--- src/hw/rtl/tpm_pkg.sv ---
// Package with the shared types, codes and constants of the TLB and page table MMU.
package tpm_pkg;

  localparam int PAGE_W = 5;
  localparam int FRAME_W = 4;
  localparam int OWNER_W = 16;
  localparam int USE_W = 16;
  localparam int LFSR_W = 16;

  localparam int PAGE_SPAN = 32;
  localparam int FRAME_SPAN = 16;

  localparam int DEF_PAGES = 32;
  localparam int DEF_TLB_ENTRIES = 8;
  localparam int DEF_FRAMES = 16;

  localparam logic [USE_W-1:0] USE_MAX = 16'hFFFF;
  localparam logic [LFSR_W-1:0] LFSR_SEED = 16'hACE1;
  localparam logic [LFSR_W-1:0] LFSR_TAPS = 16'hB400;

  typedef enum logic [1:0] {
    OP_READ = 2'd0,
    OP_WRITE = 2'd1,
    OP_INSTALL = 2'd2
  } op_t;

  typedef enum logic [1:0] {
    ST_CLEAR,
    ST_IDLE,
    ST_EXEC
  } state_t;

  typedef struct packed {
    logic clear_step;
    logic capture;
    logic execute;
  } cmd_t;

  typedef struct packed {
    logic clear_last;
    logic out_blocked;
  } status_t;

  function automatic logic [LFSR_W-1:0] lfsr_step(input logic [LFSR_W-1:0] s);
    logic [LFSR_W-1:0] n;
    n = s >> 1;
    if (s[0]) begin
      n = n ^ LFSR_TAPS;
    end
    return n;
  endfunction

endpackage

--- src/hw/rtl/tpm_ram.sv ---
// Generic simple dual-port RAM with one write port and one registered read port.
module tpm_ram #(
  parameter int WIDTH = 8,
  parameter int DEPTH = 32
) (
  input  logic                     clk,
  input  logic                     we,
  input  logic [$clog2(DEPTH)-1:0] waddr,
  input  logic [WIDTH-1:0]         wdata,
  input  logic                     re,
  input  logic [$clog2(DEPTH)-1:0] raddr,
  output logic [WIDTH-1:0]         rdata
);

  logic [WIDTH-1:0] mem [DEPTH];

  always_ff @(posedge clk) begin
    if (we) begin
      mem[waddr] <= wdata;
    end
    if (re) begin
      rdata <= mem[raddr];
    end
  end

endmodule

--- src/hw/rtl/tpm_ctrl.sv ---
// Controller state machine that sequences the clearing pass, capture and execute steps.
module tpm_ctrl (
  input  logic              clk,
  input  logic              rst,
  input  logic              in_valid,
  output logic              in_ready,
  input  tpm_pkg::status_t  status,
  output tpm_pkg::cmd_t     cmd
);

  tpm_pkg::state_t state;
  tpm_pkg::state_t state_next;

  always_ff @(posedge clk) begin
    if (rst) begin
      state <= tpm_pkg::ST_CLEAR;
    end else begin
      state <= state_next;
    end
  end

  always_comb begin
    state_next = state;
    cmd = '0;
    in_ready = 1'b0;
    case (state)
      tpm_pkg::ST_CLEAR: begin
        cmd.clear_step = 1'b1;
        if (status.clear_last) begin
          state_next = tpm_pkg::ST_IDLE;
        end
      end
      tpm_pkg::ST_IDLE: begin
        in_ready = 1'b1;
        if (in_valid) begin
          cmd.capture = 1'b1;
          state_next = tpm_pkg::ST_EXEC;
        end
      end
      tpm_pkg::ST_EXEC: begin
        if (!status.out_blocked) begin
          cmd.execute = 1'b1;
          state_next = tpm_pkg::ST_IDLE;
        end
      end
      default: begin
        state_next = tpm_pkg::ST_CLEAR;
      end
    endcase
  end

endmodule

--- src/hw/rtl/tpm_slot_sel.sv ---
// Replacement slot selector: next LFSR value and its residue modulo the TLB size.
module tpm_slot_sel #(
  parameter int TLB_ENTRIES = tpm_pkg::DEF_TLB_ENTRIES
) (
  input  logic                                             clk,
  input  logic [tpm_pkg::LFSR_W-1:0]                       lfsr,
  output logic [tpm_pkg::LFSR_W-1:0]                       lfsr_nx,
  output logic [((TLB_ENTRIES > 1) ? $clog2(TLB_ENTRIES) : 1)-1:0] slot
);

  localparam int TW = (TLB_ENTRIES > 1) ? $clog2(TLB_ENTRIES) : 1;
  localparam int RW = $clog2(2 * TLB_ENTRIES);
  localparam int unsigned RECIP = 65536 / TLB_ENTRIES;
  localparam logic [tpm_pkg::LFSR_W-1:0] NCONST = tpm_pkg::LFSR_W'(TLB_ENTRIES);
  localparam logic [RW-1:0] NRES = RW'(TLB_ENTRIES);

  logic [tpm_pkg::LFSR_W-1:0] step;
  logic [31:0]                prod;
  logic [tpm_pkg::LFSR_W-1:0] quot;
  logic [tpm_pkg::LFSR_W-1:0] back;
  logic [tpm_pkg::LFSR_W-1:0] diff;
  logic [RW-1:0]              rem0;
  logic [RW-1:0]              rem1;

  assign step = tpm_pkg::lfsr_step(lfsr);
  assign prod = 32'(step) * 32'(RECIP);

  always_ff @(posedge clk) begin
    lfsr_nx <= step;
    quot <= prod[31:16];
  end

  // The estimated quotient is low by at most one, so one correction step is enough.
  assign back = quot * NCONST;
  assign diff = lfsr_nx - back;
  assign rem0 = diff[RW-1:0];
  assign rem1 = (rem0 >= NRES) ? (rem0 - NRES) : rem0;
  assign slot = rem1[TW-1:0];

endmodule

--- src/hw/rtl/tpm_datapath.sv ---
// Datapath with the page table RAM, TLB registers, replacement LFSR and result register.
module tpm_datapath #(
  parameter int PAGES = tpm_pkg::DEF_PAGES,
  parameter int TLB_ENTRIES = tpm_pkg::DEF_TLB_ENTRIES,
  parameter int FRAMES = tpm_pkg::DEF_FRAMES
) (
  input  logic                         clk,
  input  logic                         rst,
  input  tpm_pkg::cmd_t                cmd,
  output tpm_pkg::status_t             status,
  input  logic                         cfg_valid,
  input  logic [tpm_pkg::OWNER_W-1:0]  requester_id,
  input  logic [1:0]                   operation,
  input  logic [tpm_pkg::PAGE_W-1:0]   page_number,
  input  logic [tpm_pkg::FRAME_W-1:0]  frame_number,
  input  logic                         map_valid,
  output logic                         out_valid,
  input  logic                         out_ready,
  output logic                         tlb_hit,
  output logic                         table_hit,
  output logic                         page_fault,
  output logic [tpm_pkg::FRAME_W-1:0]  frame_out,
  output logic [tpm_pkg::PAGE_W-1:0]   page_out
);

  localparam int PAGE_LIM = (PAGES < tpm_pkg::PAGE_SPAN) ? PAGES : tpm_pkg::PAGE_SPAN;
  localparam int FRAME_LIM = (FRAMES < tpm_pkg::FRAME_SPAN) ? FRAMES : tpm_pkg::FRAME_SPAN;
  localparam int IW = $clog2(PAGE_LIM);
  localparam int FW = (FRAME_LIM > 1) ? $clog2(FRAME_LIM) : 1;
  localparam int TW = (TLB_ENTRIES > 1) ? $clog2(TLB_ENTRIES) : 1;
  localparam int VALID_BIT = FW;
  localparam int DIRTY_BIT = FW + 1;
  localparam int OWN_LO = FW + 2;
  localparam int USE_LO = OWN_LO + tpm_pkg::OWNER_W;
  localparam int WORD_W = USE_LO + tpm_pkg::USE_W;

  logic [IW-1:0] page_map [tpm_pkg::PAGE_SPAN];
  logic [FW-1:0] frame_map [tpm_pkg::FRAME_SPAN];

  for (genvar g = 0; g < tpm_pkg::PAGE_SPAN; g++) begin : g_page_map
    localparam int unsigned PM = g % PAGES;
    assign page_map[g] = IW'(PM);
  end

  for (genvar g = 0; g < tpm_pkg::FRAME_SPAN; g++) begin : g_frame_map
    localparam int unsigned FM = g % FRAMES;
    assign frame_map[g] = FW'(FM);
  end

  logic [tpm_pkg::OWNER_W-1:0] requester;

  always_ff @(posedge clk) begin
    if (rst) begin
      requester <= '0;
    end else if (cfg_valid) begin
      requester <= requester_id;
    end
  end

  logic [IW-1:0]          clr_addr;
  logic [TLB_ENTRIES-1:0] tlb_present;
  logic [IW-1:0]          tlb_tag [TLB_ENTRIES];
  logic [FW-1:0]          tlb_frame [TLB_ENTRIES];
  logic [tpm_pkg::LFSR_W-1:0] lfsr;
  logic [tpm_pkg::LFSR_W-1:0] lfsr_nx;
  logic [TW-1:0]          slot;

  logic [IW-1:0]          in_idx;
  logic [FW-1:0]          in_frame;
  logic [TLB_ENTRIES-1:0] in_match;
  logic [FW-1:0]          in_hit_frame;

  assign in_idx = page_map[page_number];
  assign in_frame = frame_map[frame_number];

  always_comb begin
    in_hit_frame = '0;
    for (int i = 0; i < TLB_ENTRIES; i++) begin
      in_match[i] = tlb_present[i] && (tlb_tag[i] == in_idx);
    end
    for (int i = TLB_ENTRIES - 1; i >= 0; i--) begin
      if (in_match[i]) begin
        in_hit_frame = tlb_frame[i];
      end
    end
  end

  logic [1:0]                op_q;
  logic [tpm_pkg::PAGE_W-1:0] page_q;
  logic [IW-1:0]             idx_q;
  logic [FW-1:0]             frame_q;
  logic                      map_q;
  logic [TLB_ENTRIES-1:0]    match_q;
  logic                      hit_q;
  logic [FW-1:0]             hit_frame_q;

  always_ff @(posedge clk) begin
    if (cmd.capture) begin
      op_q <= operation;
      page_q <= page_number;
      idx_q <= in_idx;
      frame_q <= in_frame;
      map_q <= map_valid;
      match_q <= in_match;
      hit_q <= |in_match;
      hit_frame_q <= in_hit_frame;
    end
  end

  logic [WORD_W-1:0] rdata;
  logic [WORD_W-1:0] word_new;
  logic              ram_we;
  logic [IW-1:0]     ram_waddr;
  logic [WORD_W-1:0] ram_wdata;

  logic                       rd_valid;
  logic [FW-1:0]              rd_frame;
  logic [tpm_pkg::USE_W-1:0]  rd_use;
  logic [tpm_pkg::USE_W-1:0]  use_inc;
  logic                       upd_we;
  logic                       tlb_fill;
  logic                       tlb_fix;
  logic                       res_tlb;
  logic                       res_table;
  logic                       res_fault;
  logic [FW-1:0]              res_frame;

  assign rd_valid = rdata[VALID_BIT];
  assign rd_frame = rdata[FW-1:0];
  assign rd_use = rdata[USE_LO +: tpm_pkg::USE_W];
  assign use_inc = (rd_use == tpm_pkg::USE_MAX) ? rd_use : (rd_use + 16'd1);

  always_comb begin
    word_new = rdata;
    upd_we = 1'b0;
    tlb_fill = 1'b0;
    tlb_fix = 1'b0;
    res_tlb = 1'b0;
    res_table = 1'b0;
    res_fault = 1'b0;
    res_frame = '0;
    case (op_q)
      tpm_pkg::OP_READ, tpm_pkg::OP_WRITE: begin
        upd_we = 1'b1;
        word_new[USE_LO +: tpm_pkg::USE_W] = use_inc;
        if (hit_q) begin
          res_tlb = 1'b1;
          res_frame = hit_frame_q;
        end else if (rd_valid) begin
          res_table = 1'b1;
          res_frame = rd_frame;
          tlb_fill = 1'b1;
          if (op_q == tpm_pkg::OP_WRITE) begin
            word_new[DIRTY_BIT] = 1'b1;
          end
        end else begin
          res_fault = 1'b1;
          word_new[OWN_LO +: tpm_pkg::OWNER_W] = requester;
          if (op_q == tpm_pkg::OP_WRITE) begin
            word_new[DIRTY_BIT] = 1'b1;
          end
        end
      end
      tpm_pkg::OP_INSTALL: begin
        upd_we = 1'b1;
        tlb_fix = 1'b1;
        word_new[VALID_BIT] = map_q;
        word_new[FW-1:0] = frame_q;
      end
      default: begin
      end
    endcase
  end

  assign ram_we = cmd.clear_step | (cmd.execute & upd_we);
  assign ram_waddr = cmd.clear_step ? clr_addr : idx_q;
  assign ram_wdata = cmd.clear_step ? '0 : word_new;

  tpm_ram #(
    .WIDTH(WORD_W),
    .DEPTH(PAGE_LIM)
  ) u_table (
    .clk(clk),
    .we(ram_we),
    .waddr(ram_waddr),
    .wdata(ram_wdata),
    .re(cmd.capture),
    .raddr(in_idx),
    .rdata(rdata)
  );

  always_ff @(posedge clk) begin
    if (rst) begin
      clr_addr <= '0;
    end else if (cmd.clear_step) begin
      clr_addr <= clr_addr + 1'b1;
    end
  end

  assign status.clear_last = (clr_addr == IW'(PAGE_LIM - 1));
  assign status.out_blocked = out_valid & ~out_ready;

  tpm_slot_sel #(
    .TLB_ENTRIES(TLB_ENTRIES)
  ) u_slot_sel (
    .clk(clk),
    .lfsr(lfsr),
    .lfsr_nx(lfsr_nx),
    .slot(slot)
  );

  always_ff @(posedge clk) begin
    if (rst) begin
      lfsr <= tpm_pkg::LFSR_SEED;
      tlb_present <= '0;
    end else if (cmd.execute) begin
      if (tlb_fill) begin
        lfsr <= lfsr_nx;
        tlb_present[slot] <= 1'b1;
      end
      if (tlb_fix && !map_q) begin
        tlb_present <= tlb_present & ~match_q;
      end
    end
  end

  always_ff @(posedge clk) begin
    if (cmd.execute) begin
      if (tlb_fill) begin
        tlb_tag[slot] <= idx_q;
        tlb_frame[slot] <= rd_frame;
      end
      if (tlb_fix && map_q) begin
        for (int i = 0; i < TLB_ENTRIES; i++) begin
          if (match_q[i]) begin
            tlb_frame[i] <= frame_q;
          end
        end
      end
    end
  end

  always_ff @(posedge clk) begin
    if (rst) begin
      out_valid <= 1'b0;
    end else if (cmd.execute) begin
      out_valid <= 1'b1;
    end else if (out_ready) begin
      out_valid <= 1'b0;
    end
  end

  always_ff @(posedge clk) begin
    if (cmd.execute) begin
      tlb_hit <= res_tlb;
      table_hit <= res_table;
      page_fault <= res_fault;
      frame_out <= tpm_pkg::FRAME_W'(res_frame);
      page_out <= page_q;
    end
  end

endmodule

--- src/hw/rtl/tlb_page_table_mmu.sv ---
// Top level of the MMU with a page table, a fully associative TLB and random replacement.
//
// Each transaction on the input channel passes through a capture step and an execute step: the
// page table entry is read from the page table RAM in the cycle the transaction is accepted, and
// in the execute state it is written back, the TLB is updated and the result goes into the output
// register. The block accepts a new transaction only after the last one has executed, and a
// result that is not taken holds the block in its execute state. After reset the page table RAM
// is cleared one entry per cycle, all min(PAGES, 32) entries, before the first input transaction
// is accepted. The requester_id register is always ready.
module tlb_page_table_mmu #(
  parameter int PAGES = tpm_pkg::DEF_PAGES,
  parameter int TLB_ENTRIES = tpm_pkg::DEF_TLB_ENTRIES,
  parameter int FRAMES = tpm_pkg::DEF_FRAMES
) (
  input  logic                         clk,
  input  logic                         rst,
  input  logic                         in_valid,
  output logic                         in_ready,
  input  logic [1:0]                   operation,
  input  logic [tpm_pkg::PAGE_W-1:0]   page_number,
  input  logic [tpm_pkg::FRAME_W-1:0]  frame_number,
  input  logic                         map_valid,
  output logic                         out_valid,
  input  logic                         out_ready,
  output logic                         tlb_hit,
  output logic                         table_hit,
  output logic                         page_fault,
  output logic [tpm_pkg::FRAME_W-1:0]  frame_out,
  output logic [tpm_pkg::PAGE_W-1:0]   page_out,
  input  logic                         cfg_valid,
  output logic                         cfg_ready,
  input  logic [tpm_pkg::OWNER_W-1:0]  requester_id
);

  tpm_pkg::cmd_t    cmd;
  tpm_pkg::status_t status;

  assign cfg_ready = 1'b1;

  tpm_ctrl u_ctrl (
    .clk(clk),
    .rst(rst),
    .in_valid(in_valid),
    .in_ready(in_ready),
    .status(status),
    .cmd(cmd)
  );

  tpm_datapath #(
    .PAGES(PAGES),
    .TLB_ENTRIES(TLB_ENTRIES),
    .FRAMES(FRAMES)
  ) u_datapath (
    .clk(clk),
    .rst(rst),
    .cmd(cmd),
    .status(status),
    .cfg_valid(cfg_valid),
    .requester_id(requester_id),
    .operation(operation),
    .page_number(page_number),
    .frame_number(frame_number),
    .map_valid(map_valid),
    .out_valid(out_valid),
    .out_ready(out_ready),
    .tlb_hit(tlb_hit),
    .table_hit(table_hit),
    .page_fault(page_fault),
    .frame_out(frame_out),
    .page_out(page_out)
  );

endmodule

--- config.mk ---
export PLATFORM = sky130hd
export DESIGN_NAME = tlb_page_table_mmu
export DESIGN_NICKNAME = d
export VERILOG_FILES = /design/src/hw/rtl/tpm_pkg.sv /design/src/hw/rtl/tpm_ram.sv /design/src/hw/rtl/tpm_ctrl.sv /design/src/hw/rtl/tpm_slot_sel.sv /design/src/hw/rtl/tpm_datapath.sv /design/src/hw/rtl/tlb_page_table_mmu.sv
export SDC_FILE = /design/constraint.sdc
export NUM_CORES = 1
export LEC_CHECK = 0
export BUFFER_PORTS_ARGS = -buffer_cell sky130_fd_sc_hd__clkbuf_2
export CAP_MARGIN = 25
export CELL_PAD_IN_SITES_DETAIL_PLACEMENT = 1
export CELL_PAD_IN_SITES_GLOBAL_PLACEMENT = 2
export CORE_MARGIN = 2
export CORE_UTILIZATION = 42
export CTS_CLUSTER_SIZE = 8
export DETAILED_ROUTE_END_ITERATION = 16
export HOLD_SLACK_MARGIN = 0.05
export PLACE_DENSITY = 0.76
export SLEW_MARGIN = 20
export SYNTH_ARGS = -nofsm -noshare
export SYNTH_HDL_FRONTEND = slang
export SYNTH_SLANG_ARGS = --single-unit
--- constraint.sdc ---
create_clock -name clk -period 2.1 [get_ports clk]
set_clock_uncertainty 0.1 [all_clocks]
set_input_delay 0.315 -clock clk [delete_from_list [all_inputs] [get_ports clk]]
set_output_delay 0.315 -clock clk [all_outputs]
set_load 0.02 [all_outputs]
==> run_results.csv <==
group,metric,value,unit
global_route,gr-total-overflow,0,
timing,worstMarginPinSlew,0.7637,ns
synthesis,mappedNetlistArea,13060,um^2
synthesis,yosysMostFrequentCell,"edfxtp_1",
route,avgViaCountPerCell,5.476,
route,drt_iter0_markers,551,
power_and_ir_drop,irDropWorstVdd,0.6757,mV
global_route,track_usage,20.16,%
floorplanning,start_util,42.68,%
timing,relSlewSlack,49.08,%
finish,drive_gt1_share,34.28,%
floorplanning,placementRows,64,
synthesis,synth_edf_count,274,
timing,setup_violations,0,
power_and_ir_drop,fin_total_pwr,0.01385,W
finish,final_cells,1414,
synthesis,yosysSeqAreaShare,70.38,%
finish,multi_input_area,3749,um^2
finish,antenna_cells,0,
hold_path,hold_path_class,"input pin to flop",
timing,period_needed,2.086,ns
finish,finalCoreUtilization,52.85,%
setup_path,crit_type,"flop to flop",
timing,period_share,99.33,%
synthesis,ys_async_sr_fraction,0,%
floorplanning,die_height,180.3,um
synthesis,synth_ff_type,"edfxtp_1",
job,max_cap_violations,0,
route,antenna_left,0,
synthesis,synth_warnings,0,
synthesis,avgSynthCellArea,15.96,um^2
finish,fillers,2891,
timing,rsz0062_at_grt,"true",
route,vias,7743,
power_and_ir_drop,power_density,856.9,nW/um^2
synthesis,synth-seq-cells,322,
placed_design,dp.cells,1343,
setup_path,critPathArrivalTime,2.23,ns
global_route,grt_pass1_vias,8155,
floorplanning,core_area,30590,um^2
setup_path,path_max_fanout,4,
synthesis,synth_top_area_share,63.02,%
synthesis,synth_nets,853,
clocking,clock_latency,0.54,ns
placed_design,place.gp.congestion,0.7790,
setup_path,critPathRequiredTime,2.24,ns
route,drt-total-wl,32610,um
timing,max_freq,479.4,MHz
floorplanning,die_w,180.3,um
clocking,cts_made_buffers,46,
floorplanning,die_area,32510,um^2
route,routedWlPerCell,23.07,um
power_and_ir_drop,leakagePower,5.297,nW
synthesis,synthTopCellsByCount,"274 x edfxtp_1, 91 x nand2_1, 50 x mux4_2",
finish,seqCellArea,9190,um^2
clocking,clk_pin_slew,0.05,ns
synthesis,synthCells,818,
placed_design,hpwl,21880,um
clocking,root_buffer,"clkbuf_16",
finish,nets,1039,
status,status,"completed",
clocking,cts_tree,"yes",
floorplanning,pin_count,48,
synthesis,synth_top_cells_by_area,"edfxtp_1 63%, mux4_2 8.6%, dfxtp_1 7.4%",
setup_path,crit_path_start_kind,"flop",
timing,final_max_slew_viol_count,0,
placed_design,placed_area,14710,um^2
clocking,cts_buffer_depth,3,
route,first_pass_iters,6,
clocking,htree_levels,2,
global_route,grt_pass1_wl,49760,um
route,route.detailed.drc,0,
setup_path,cp-end-kind,"flop",
placed_design,port_buffers,29,
synthesis,yosys.area.top_type,"edfxtp_1",
synthesis,ys_types,55,
clocking,cts_sinks,322,
global_route,antenna_found_initial,0,
global_route,grt_max_degree,33,
timing,final_hold_viol_count,0,
finish,area_growth,23.82,%
finish,design_area,16170,um^2
==> metal layers <==
layer,vias up,GRT usage [%],part of all wire (%)
li1,3495,-,-
met1,3999,27.13,44
met2,186,33.77,49
met3,63,2.870,4.0
met4,0,6.903,3.0
met5,-,0,0
==> timing repair <==
action,in CTS,in global routing
hold buffers,8,0
setup buffers,0,1
setup endpoints to repair,32,222
pin swaps,0,4
endpoints found under the hold margin,9,0
resized for setup,7,35
==> where the power goes <==
part	internal [W]	total, W	leakage [nW]	switching [W]
Combinational	0.000213	0.000448	2.08	0.000236
Sequential	0.00690	0.00692	2.62	0.0000162
Clock	0.00394	0.00648	0.598	0.00254
Total	0.0111	0.0139	5.30	0.00280
==> layout by cell type, fill, tap and decap left out, types with 5 or more instances in the layout <==
cell,instances
a21oi_2,5
inv_2,5
nand3b_1,11
or3_1,7
nand4_1,7
a32o_1,7
buf_12,11
inv_1,15
mux2_2,36
clkbuf_2,28
xnor2_1,33
and2_1,9
and4_1,5
a21oi_1,22
nand2_2,14
nor2_1,46
o21ai_0,10
dlygate4sd3_1,8
mux4_2,50
xor2_1,13
buf_4,124
dfxtp_1,47
clkbuf_1,13
nand3_1,9
clkbuf_16,46
nand2_1,77
edfxtp_1,274
==> critical path, cell delays in order (launching register included) <==
cell and delay (ns):
edfxtp_1 0.47, nor3b_4 0.29, and3_4 0.22, nand2_1 0.10, buf_4 0.15, or2_2 0.33
nand2_2 0.14
==> per-stage QoR <==
| stage | setup TNS (ns) | hold slack [ns] | setup slack (ns) |
|---|---|---|---|
| after floorplan | -0.2812 | 0.2306 | -0.03580 |
| after global placement | -3.165 | 0.2344 | -0.2890 |
| after detailed placement | -4.627 | 0.2373 | -0.3288 |
| after CTS | -0.4644 | 0.1456 | -0.05778 |
| after global routing | -0.4956 | 0.1863 | -0.04013 |
| final | 0 | 0.1438 | 0.01401 |
==> sequential cells by signal (all words and copies together), names as in the netlist <==
name                           cells
u_datapath.u_table.mem           160
u_datapath.tlb_tag                40
u_datapath.tlb_frame              32
u_datapath.lfsr                   16
u_datapath.u_slot_sel.lfsr_nx     16
u_datapath.match_q                 8
u_datapath.tlb_present             8
u_datapath.clr_addr                5
u_datapath.page_out                5
u_datapath.u_table.rdata           5
u_datapath.frame_out               4
u_datapath.frame_q                 4
u_datapath.hit_frame_q             4
u_datapath.idx_q                   4
u_ctrl.state                       2
u_datapath.op_q                    2
u_datapath.hit_q                   1
u_datapath.map_q                   1
u_datapath.out_valid               1
u_datapath.page_fault              1
u_datapath.page_q                  1
u_datapath.table_hit               1
u_datapath.tlb_hit                 1
==> area by class of cell <==
class / count / area share [%]
Clock buffer: 59 / 7.422
Tap cell: 396 / 3.065
Sequential cell: 322 / 56.85
Clock inverter: 3 / 0.2864
Multi-Input combinational cell: 438 / 23.19
Timing Repair Buffer: 172 / 8.552
Inverter: 24 / 0.6424
==> worst paths after layout <==
kind / slack, ns / depth (start not counted) / to / startpoint
hold / removal: 0.14 / 6 / u_ctrl.state[0]$_SDFFE_PP0P_ / in_valid
hold reg to reg: 0.24 / 0 / u_datapath.u_slot_sel.lfsr_nx[5]$_DFF_P_ / u_datapath.lfsr[6]$_SDFFE_PP1P_
setup / recovery: 0.01 / 6 / u_datapath.tlb_frame[5][3]$_DFFE_PP_ / u_datapath.u_table.rdata[4]$_DFFE_PP_
setup reg to reg: 0.01 / 6 / u_datapath.tlb_frame[5][3]$_DFFE_PP_ / u_datapath.u_table.rdata[4]$_DFFE_PP_
==> logic make-up after synthesis <==
group | Yosys count | share of synthesized area, %
flops | 322 | 70.38
simple gates | 220 | 8.107
mux | 89 | 11.97
xor+xnor | 46 | 3.086
compound gates | 80 | 4.265
other cells | 1 | 0.02872
fa+ha+maj | 2 | 0.1916
buf+inv | 58 | 1.974
Power figures use the tool's default switching activity.
